[src/bpp_pkg.sv]
`timescale 1ns / 1ps
// ----------------------------------------------------------------------------
// bpp_pkg
// Shared types and constants for the box/plane penetration test core.
// ----------------------------------------------------------------------------
package bpp_pkg;

	localparam int NORM_W         = 16;
	localparam int COORD_W        = 32;
	localparam int TAG_W          = 8;
	localparam int DEPTH_W        = 32;
	localparam int PROD_W         = COORD_W + NORM_W;
	localparam int ACC_W          = PROD_W + 2;
	localparam int FRAC_SHIFT     = 15;
	localparam int PLANE_W        = 3 * NORM_W + COORD_W;
	localparam int SLOT_COUNT_DEF = 16;

	localparam logic FUNC_LOAD = 1'b0;
	localparam logic FUNC_TEST = 1'b1;

	typedef enum logic [2:0] {
		ST_IDLE,
		ST_MX,
		ST_MY,
		ST_MZ,
		ST_ACC,
		ST_EVAL,
		ST_FLUSH
	} state_t;

	// Control word for the shared multiply-accumulate unit.
	typedef struct packed {
		logic mul;
		logic init;
		logic add;
	} mac_ctrl_t;

endpackage

[src/bpp_ram.sv]
`timescale 1ns / 1ps
// ----------------------------------------------------------------------------
// bpp_ram
// Generic single-write, single-read RAM with a registered read port.
// ----------------------------------------------------------------------------
module bpp_ram #(
	parameter int WIDTH = 8,
	parameter int DEPTH = 16
) (
	input  logic                                        clk,
	input  logic                                        we,
	input  logic [((DEPTH > 1) ? $clog2(DEPTH) : 1)-1:0] waddr,
	input  logic [WIDTH-1:0]                            wdata,
	input  logic                                        re,
	input  logic [((DEPTH > 1) ? $clog2(DEPTH) : 1)-1:0] raddr,
	output logic [WIDTH-1:0]                            rdata
);

	logic [WIDTH-1:0] mem_q [DEPTH];

	always_ff @(posedge clk) begin
		if (we) begin
			mem_q[waddr] <= wdata;
		end
		if (re) begin
			rdata <= mem_q[raddr];
		end
	end

endmodule

[src/bpp_mac.sv]
`timescale 1ns / 1ps
// ----------------------------------------------------------------------------
// bpp_mac
// Shared multiply-accumulate unit: one corner-by-normal product per cycle,
// accumulated onto the negated, scaled plane offset, with sign and depth readout.
// ----------------------------------------------------------------------------
module bpp_mac (
	input  logic                                clk,
	input  bpp_pkg::mac_ctrl_t                  ctrl,
	input  logic signed [bpp_pkg::COORD_W-1:0] coord,
	input  logic signed [bpp_pkg::NORM_W-1:0]  norm,
	input  logic signed [bpp_pkg::COORD_W-1:0] offset,
	output logic                                hit,
	output logic [bpp_pkg::DEPTH_W-1:0]         depth
);
	import bpp_pkg::*;

	localparam int MAG_W = ACC_W - FRAC_SHIFT;

	logic signed [PROD_W-1:0] prod_s1;
	logic signed [ACC_W-1:0]  acc_q;
	logic signed [ACC_W-1:0]  off_ext;
	logic signed [ACC_W-1:0]  neg_acc;
	logic [MAG_W-1:0]         mag;

	// Offset in Q35.15 (15 fractional bits), so it lines up with the corner products.
	assign off_ext = {{(ACC_W - COORD_W - FRAC_SHIFT){offset[COORD_W-1]}},
		offset, {FRAC_SHIFT{1'b0}}};

	always_ff @(posedge clk) begin
		if (ctrl.mul) begin
			prod_s1 <= coord * norm;
		end
		if (ctrl.init) begin
			acc_q <= -off_ext;
		end else if (ctrl.add) begin
			acc_q <= acc_q + {{(ACC_W - PROD_W){prod_s1[PROD_W-1]}}, prod_s1};
		end
	end

	assign hit     = acc_q[ACC_W-1];
	assign neg_acc = -acc_q;
	assign mag     = neg_acc[ACC_W-1:FRAC_SHIFT];
	assign depth   = (|mag[MAG_W-1:DEPTH_W]) ? {DEPTH_W{1'b1}} : mag[DEPTH_W-1:0];

endmodule

[src/box_plane_penetration_test_core.sv]
`timescale 1ns / 1ps
// A plane load is accepted in idle, and the core stays ready for another request.
// A box test walks the stored planes in load order (with an empty table the core
// never leaves idle): one shared multiplier forms three products per plane,
// followed by accumulate and evaluate steps.
// One box is in flight at a time; events may stall on a busy output.
// Reset clears the plane count and all control state; the table needs no clear.
// ----------------------------------------------------------------------------
// box_plane_penetration_test_core
// Stores a table of planes and tests axis-aligned boxes against each plane,
// emitting one event per penetrated plane in load order.
// ----------------------------------------------------------------------------
module box_plane_penetration_test_core #(
	parameter int SLOT_COUNT = bpp_pkg::SLOT_COUNT_DEF
) (
	input  logic                                clk,
	input  logic                                arst_n,
	input  logic                                in_valid,
	output logic                                in_ready,
	input  logic                                func,
	input  logic signed [bpp_pkg::NORM_W-1:0]  normal_x,
	input  logic signed [bpp_pkg::NORM_W-1:0]  normal_y,
	input  logic signed [bpp_pkg::NORM_W-1:0]  normal_z,
	input  logic signed [bpp_pkg::COORD_W-1:0] plane_offset,
	input  logic signed [bpp_pkg::COORD_W-1:0] box_min_x,
	input  logic signed [bpp_pkg::COORD_W-1:0] box_min_y,
	input  logic signed [bpp_pkg::COORD_W-1:0] box_min_z,
	input  logic signed [bpp_pkg::COORD_W-1:0] box_max_x,
	input  logic signed [bpp_pkg::COORD_W-1:0] box_max_y,
	input  logic signed [bpp_pkg::COORD_W-1:0] box_max_z,
	input  logic [bpp_pkg::TAG_W-1:0]           entity_tag,
	output logic                                out_valid,
	input  logic                                out_ready,
	output logic [bpp_pkg::TAG_W-1:0]           hit_tag,
	output logic signed [bpp_pkg::NORM_W-1:0]  hit_normal_x,
	output logic signed [bpp_pkg::NORM_W-1:0]  hit_normal_y,
	output logic signed [bpp_pkg::NORM_W-1:0]  hit_normal_z,
	output logic [bpp_pkg::DEPTH_W-1:0]         penetration,
	output logic                                last_hit
);
	import bpp_pkg::*;

	localparam int CW = $clog2(SLOT_COUNT + 1);
	localparam int AW = (SLOT_COUNT > 1) ? $clog2(SLOT_COUNT) : 1;

	state_t state_q, state_d;

	logic [CW-1:0] count_q;
	logic [CW-1:0] idx_q;
	logic [CW-1:0] idx_next;

	logic signed [COORD_W-1:0] min_x_q, min_y_q, min_z_q;
	logic signed [COORD_W-1:0] max_x_q, max_y_q, max_z_q;
	logic [TAG_W-1:0]          tag_q;

	logic [PLANE_W-1:0]       rdata;
	logic signed [NORM_W-1:0] nx, ny, nz;
	logic signed [COORD_W-1:0] noff;

	logic                  pend_valid_q;
	logic [NORM_W-1:0]     pend_nx_q, pend_ny_q, pend_nz_q;
	logic [DEPTH_W-1:0]    pend_depth_q;
	logic                  out_valid_q;

	logic                      accept_in;
	logic                      do_load;
	logic                      do_test;
	logic                      ram_re;
	logic [AW-1:0]             raddr;
	logic                      idx_clr;
	logic                      idx_inc;
	logic                      pend_store;
	logic                      pend_clr;
	logic                      out_push;
	logic                      out_last;
	logic                      can_push;
	mac_ctrl_t                 mac_ctrl;
	logic signed [COORD_W-1:0] mac_coord;
	logic signed [NORM_W-1:0]  mac_norm;
	logic                      mac_hit;
	logic [DEPTH_W-1:0]        mac_depth;

	assign accept_in = in_valid && in_ready;
	assign do_load   = accept_in && (func == FUNC_LOAD) && (count_q < CW'(SLOT_COUNT));
	assign do_test   = accept_in && (func == FUNC_TEST);
	assign idx_next  = idx_q + CW'(1);
	assign can_push  = !out_valid_q || out_ready;

	assign nx   = rdata[NORM_W-1:0];
	assign ny   = rdata[2*NORM_W-1:NORM_W];
	assign nz   = rdata[3*NORM_W-1:2*NORM_W];
	assign noff = rdata[PLANE_W-1:3*NORM_W];

	bpp_ram #(
		.WIDTH(PLANE_W),
		.DEPTH(SLOT_COUNT)
	) u_plane_ram (
		.clk  (clk),
		.we   (do_load),
		.waddr(count_q[AW-1:0]),
		.wdata({plane_offset, normal_z, normal_y, normal_x}),
		.re   (ram_re),
		.raddr(raddr),
		.rdata(rdata)
	);

	// Deepest corner: the min coordinate where the normal is strictly positive.
	always_comb begin
		mac_coord = max_x_q;
		mac_norm  = nx;
		case (state_q)
			ST_MX: begin
				mac_norm  = nx;
				mac_coord = (!nx[NORM_W-1] && (|nx)) ? min_x_q : max_x_q;
			end
			ST_MY: begin
				mac_norm  = ny;
				mac_coord = (!ny[NORM_W-1] && (|ny)) ? min_y_q : max_y_q;
			end
			ST_MZ: begin
				mac_norm  = nz;
				mac_coord = (!nz[NORM_W-1] && (|nz)) ? min_z_q : max_z_q;
			end
			default: begin
				mac_coord = max_x_q;
				mac_norm  = nx;
			end
		endcase
	end

	bpp_mac u_mac (
		.clk   (clk),
		.ctrl  (mac_ctrl),
		.coord (mac_coord),
		.norm  (mac_norm),
		.offset(noff),
		.hit   (mac_hit),
		.depth (mac_depth)
	);

	always_ff @(posedge clk or negedge arst_n) begin
		if (!arst_n) begin
			state_q <= ST_IDLE;
		end else begin
			state_q <= state_d;
		end
	end

	always_comb begin
		state_d    = state_q;
		in_ready   = 1'b0;
		ram_re     = 1'b0;
		raddr      = '0;
		idx_clr    = 1'b0;
		idx_inc    = 1'b0;
		pend_store = 1'b0;
		pend_clr   = 1'b0;
		out_push   = 1'b0;
		out_last   = 1'b0;
		mac_ctrl   = '0;
		case (state_q)
			ST_IDLE: begin
				in_ready = 1'b1;
				if (do_test && (count_q != '0)) begin
					ram_re  = 1'b1;
					idx_clr = 1'b1;
					state_d = ST_MX;
				end
			end
			ST_MX: begin
				mac_ctrl.mul  = 1'b1;
				mac_ctrl.init = 1'b1;
				state_d       = ST_MY;
			end
			ST_MY: begin
				mac_ctrl.mul = 1'b1;
				mac_ctrl.add = 1'b1;
				state_d      = ST_MZ;
			end
			ST_MZ: begin
				mac_ctrl.mul = 1'b1;
				mac_ctrl.add = 1'b1;
				state_d      = ST_ACC;
			end
			ST_ACC: begin
				mac_ctrl.add = 1'b1;
				state_d      = ST_EVAL;
			end
			ST_EVAL: begin
				// A new hit releases the held one, which is then known not to be last.
				if (!(mac_hit && pend_valid_q && !can_push)) begin
					if (mac_hit) begin
						pend_store = 1'b1;
						out_push   = pend_valid_q;
					end
					if (idx_next < count_q) begin
						ram_re  = 1'b1;
						raddr   = idx_next[AW-1:0];
						idx_inc = 1'b1;
						state_d = ST_MX;
					end else begin
						state_d = ST_FLUSH;
					end
				end
			end
			ST_FLUSH: begin
				if (!pend_valid_q) begin
					state_d = ST_IDLE;
				end else if (can_push) begin
					out_push = 1'b1;
					out_last = 1'b1;
					pend_clr = 1'b1;
					state_d  = ST_IDLE;
				end
			end
			default: begin
				state_d = ST_IDLE;
			end
		endcase
	end

	always_ff @(posedge clk or negedge arst_n) begin
		if (!arst_n) begin
			count_q      <= '0;
			idx_q        <= '0;
			pend_valid_q <= 1'b0;
			out_valid_q  <= 1'b0;
		end else begin
			if (do_load) begin
				count_q <= count_q + CW'(1);
			end
			if (idx_clr) begin
				idx_q <= '0;
			end else if (idx_inc) begin
				idx_q <= idx_next;
			end
			if (pend_store) begin
				pend_valid_q <= 1'b1;
			end else if (pend_clr) begin
				pend_valid_q <= 1'b0;
			end
			if (out_push) begin
				out_valid_q <= 1'b1;
			end else if (out_ready) begin
				out_valid_q <= 1'b0;
			end
		end
	end

	always_ff @(posedge clk) begin
		if (do_test) begin
			min_x_q <= box_min_x;
			min_y_q <= box_min_y;
			min_z_q <= box_min_z;
			max_x_q <= box_max_x;
			max_y_q <= box_max_y;
			max_z_q <= box_max_z;
			tag_q   <= entity_tag;
		end
		if (pend_store) begin
			pend_nx_q    <= nx;
			pend_ny_q    <= ny;
			pend_nz_q    <= nz;
			pend_depth_q <= mac_depth;
		end
		if (out_push) begin
			hit_tag      <= tag_q;
			hit_normal_x <= pend_nx_q;
			hit_normal_y <= pend_ny_q;
			hit_normal_z <= pend_nz_q;
			penetration  <= pend_depth_q;
			last_hit     <= out_last;
		end
	end

	assign out_valid = out_valid_q;

`ifndef SYNTHESIS
	a_count_bound: assert property (@(posedge clk) disable iff (!arst_n)
		count_q <= CW'(SLOT_COUNT))
		else $error("plane count exceeds table capacity");

	a_idle_no_pending: assert property (@(posedge clk) disable iff (!arst_n)
		(state_q == ST_IDLE) |-> !pend_valid_q)
		else $error("held event left behind after box test");

	a_not_last_has_next: assert property (@(posedge clk) disable iff (!arst_n)
		(out_valid_q && !last_hit) |-> pend_valid_q)
		else $error("non-final event shown without a following event held");

	a_empty_test: assert property (@(posedge clk) disable iff (!arst_n)
		(do_test && (count_q == '0)) |=> (state_q == ST_IDLE))
		else $error("box test with empty table did not return to idle");
`endif

endmodule
[config.mk]
export PLATFORM = sky130hd
export DESIGN_NAME = box_plane_penetration_test_core
export DESIGN_NICKNAME = d
export VERILOG_FILES = /design/src/bpp_pkg.sv /design/src/bpp_ram.sv /design/src/bpp_mac.sv /design/src/box_plane_penetration_test_core.sv
export SDC_FILE = /design/constraint.sdc
export NUM_CORES = 2
export LEC_CHECK = 0
export BUFFER_PORTS_ARGS = -buffer_cell sky130_fd_sc_hd__buf_2
export CAP_MARGIN = 5
export CORE_ASPECT_RATIO = 1.25
export CORE_MARGIN = 5
export CORE_UTILIZATION = 40
export CTS_CLUSTER_DIAMETER = 150
export CTS_CLUSTER_SIZE = 25
export DETAILED_ROUTE_END_ITERATION = 10
export HOLD_SLACK_MARGIN = 0.05
export PLACE_DENSITY_LB_ADDON = 0.05
export SLEW_MARGIN = 20
export SYNTH_ARGS = -nofsm -noshare
export SYNTH_HDL_FRONTEND = slang
export SYNTH_SLANG_ARGS = --single-unit
[constraint.sdc]
create_clock -name clk -period 10.4 [get_ports clk]
set_input_delay 2.08 -clock clk [delete_from_list [all_inputs] [get_ports clk]]
set_output_delay 2.08 -clock clk [all_outputs]
set_load 0.01 [all_outputs]
==> impl_metrics.toml <==
[die]
initial_core_util = 0.401
ioPinCount = 376
rows = 195
core_um2 = 225000
die_x_um = 435
fp.dieH_um = 542
die_area_um2 = 236000

[sta]
rsz0062_at_grt = "false"
setup_viol = 0
tightest_slew_ns = 1.16
fin_crit_sh = 0.913
maxSlewHeadroom = 0.223
finalCriticalPeriod_ns = 9.49
fin_skew_ns = 0.0354
max_freq_ghz = 0.105
drv_slew = 0
hold_viol = 0
fin_tns_setup_ns = 0

[clock_network]
cts_inserted_buffers = 84
clock-sinks = 1842
h-tree-depth = 3
cts-root-buf = "clkbuf_16"
post_cts_buffers = 0
cts_resized = 0
cts.hold.buffers_added = 0
cts_tree = "yes"
clockBufferDepth = 3
path_clk_slew_ns = 0.11
clk-insertion-delay-late_ns = 0.77

[flow_run]
drv_cap = 0

[drt]
drtIter0Drc = 4678
ant_nets = 0
drcViolationCount = 0
routedWlPerCell_um = 28.6
dr.pass1.iters = 7
viasPerCell = 5.54
routed_wl_um = 283000
via_count = 54900

[worst_setup_path]
critPathKind = "flop to flop"
setup.worst_path.start = "u_plane_ram.rdata[28]"
cp.arrival_ns = 10.06
worst-path-max-fanout = 11
timing.rr.start = "u_plane_ram.rdata[28]"
cp.buffers_inverters = 6
start_kind = "flop"
cp-end-kind = "flop"
crit_family = "adder cells"
crit_required_ns = 10.97
crit_path_frequent_cell = "fa_1"
crit_slowest_cell = "a2111oi_0"
max_stage_delay_ns = 0.66

[synthesis]
synthArstFlopShare = 0.00814
syn_nets = 7625
yosysSeqAreaShare = 0.611
synth_area_um2 = 90400
synth_seq_cells = 1842
postSynthCellCount = 6680
synth_warnings = 0
ys_types = 73
synthFlopType = "edfxtp_1"
synth_edf_count = 1827
avgSynthCellArea_um2 = 13.5

[global_routing]
track_usage = 0.235
grt_remaining_overflow = 0
grt_pass1_vias = 55600
grt_pass1_wl_um = 403000
grt_antenna_before_repair = 56
grt_max_degree = 175

[placement]
numPortBuffers = 375
gp_congestion = 0.947
dpl.hpwl_um = 186000

[finish]
final_cell_mix = "edfxtp_1 (1827), nand2_1 (749), inv_1 (577), fa_1 (487), nor2_1 (452)"
nets = 7857
layout_commonest_cell = "edfxtp_1"
syn_to_final_growth_pct = 8.95
drive_above_1_share = 0.0967
fillCellCount = 20600

[status]
status = "finished, final reports clean"

[hold_path]
hold_path.class = "flop to flop"
min-delay-start = "pend_depth_q[29]"
==> metrics by stage <==
| stage | utilization | setup WS (ns) | cells | cell area (µm²) | hold WS, ns |
|---|---|---|---|---|---|
| 2_1_floorplan | - | 1.44 | 6680 | 90400 | 0.400 |
| 3_3_place_gp | 0.426 | 0.963 | 9779 | 96100 | 0.401 |
| 3_5_place_dp | 0.426 | 0.901 | 9780 | 96100 | 0.405 |
| 4_1_cts | 0.437 | 0.884 | 9886 | 98400 | 0.418 |
| 5_1_grt | 0.437 | 0.380 | 9894 | 98500 | 0.435 |
| 6_report | 0.437 | 0.908 | 9907 | 98500 | 0.419 |
==> final timing paths <==
check	slack, ns	depth (start not counted)	end
max	0.91	29	u_mac.prod_s1[47]
min	0.42	0	penetration[29]
max reg2reg	0.91	29	u_mac.prod_s1[47]
min reg2reg	0.42	0	penetration[29]
max in group asynchronous	8.76	1	idx_q[0]
min in group asynchronous	1.27	1	count_q[2]
==> sequential cells by signal (all words and copies together), names as in the netlist, 16 cells and up <==
register	count
min_z_q	32
pend_nx_q	16
u_plane_ram.rdata	80
pend_depth_q	32
max_z_q	32
pend_ny_q	16
hit_normal_y	16
u_mac.prod_s1	48
pend_nz_q	16
hit_normal_x	16
max_x_q	32
u_plane_ram.mem_q	1280
min_y_q	32
penetration	32
max_y_q	32
u_mac.acc_q	50
min_x_q	32
hit_normal_z	16
==> area by class of cell <==
class | count | area [µm²] | share of cell area
Antenna cell | 20 | 50.0 | 0.000508
Clock inverter | 6 | 116 | 0.00118
Timing Repair Buffer | 501 | 3020 | 0.0306
Clock buffer | 100 | 2230 | 0.0226
Tap cell | 2955 | 3700 | 0.0375
Sequential cell | 1842 | 55200 | 0.561
Inverter | 580 | 2190 | 0.0222
Multi-Input combinational cell | 3903 | 32000 | 0.324
==> cells by family after synthesis <==
kind of cell               synth area share
AOI/OAI and AO/OA                    0.0770
DFF                                   0.611
buffers and inverters                0.0389
and+or+nand+nor                      0.0842
adders and majority gates             0.132
muxes                                0.0444
xor gates and xnor gates             0.0128
==> layer usage <==
metal | track usage | part of all wire | wire length, µm | up-vias
met4 | 0.0779 | 0.036 | 10300 | 20
li1 | - | - | - | 24400
met2 | 0.422 | 0.52 | 148000 | 1412
met5 | 0 | 0.00052 | 146 | -
met3 | 0.0327 | 0.046 | 13100 | 378
met1 | 0.292 | 0.40 | 112000 | 28600
==> worst reg2reg max path: cells and delay by family, from the launching register on <==
family / cells / cell delay, ns
AND/OR/NAND/NOR: 6 / 1.92
adder cells (fa/ha/maj): 7 / 3.53
buffers and inverters: 6 / 0.80
flip-flops: 1 / 0.44
AO/OA/AOI/OAI: 9 / 2.37
multiplexers: 1 / 0.22
==> cells in the mapped netlist, drive strengths merged (123+ instances only) <==
cell type,n,area (µm²)
a21oi,241,1210
and2,123,769
clkbuf,327,1230
edfxtp,1827,54900
fa,487,9750
ha,173,2160
inv,579,2170
mux2i,391,3910
nand2,751,2820
nand3,189,946
nor2,471,1770
o221ai,228,2000
Power is left out: the tool's default activity adds up to more than one toggle a clock period on the data nets, which glitch-free logic cannot reach.
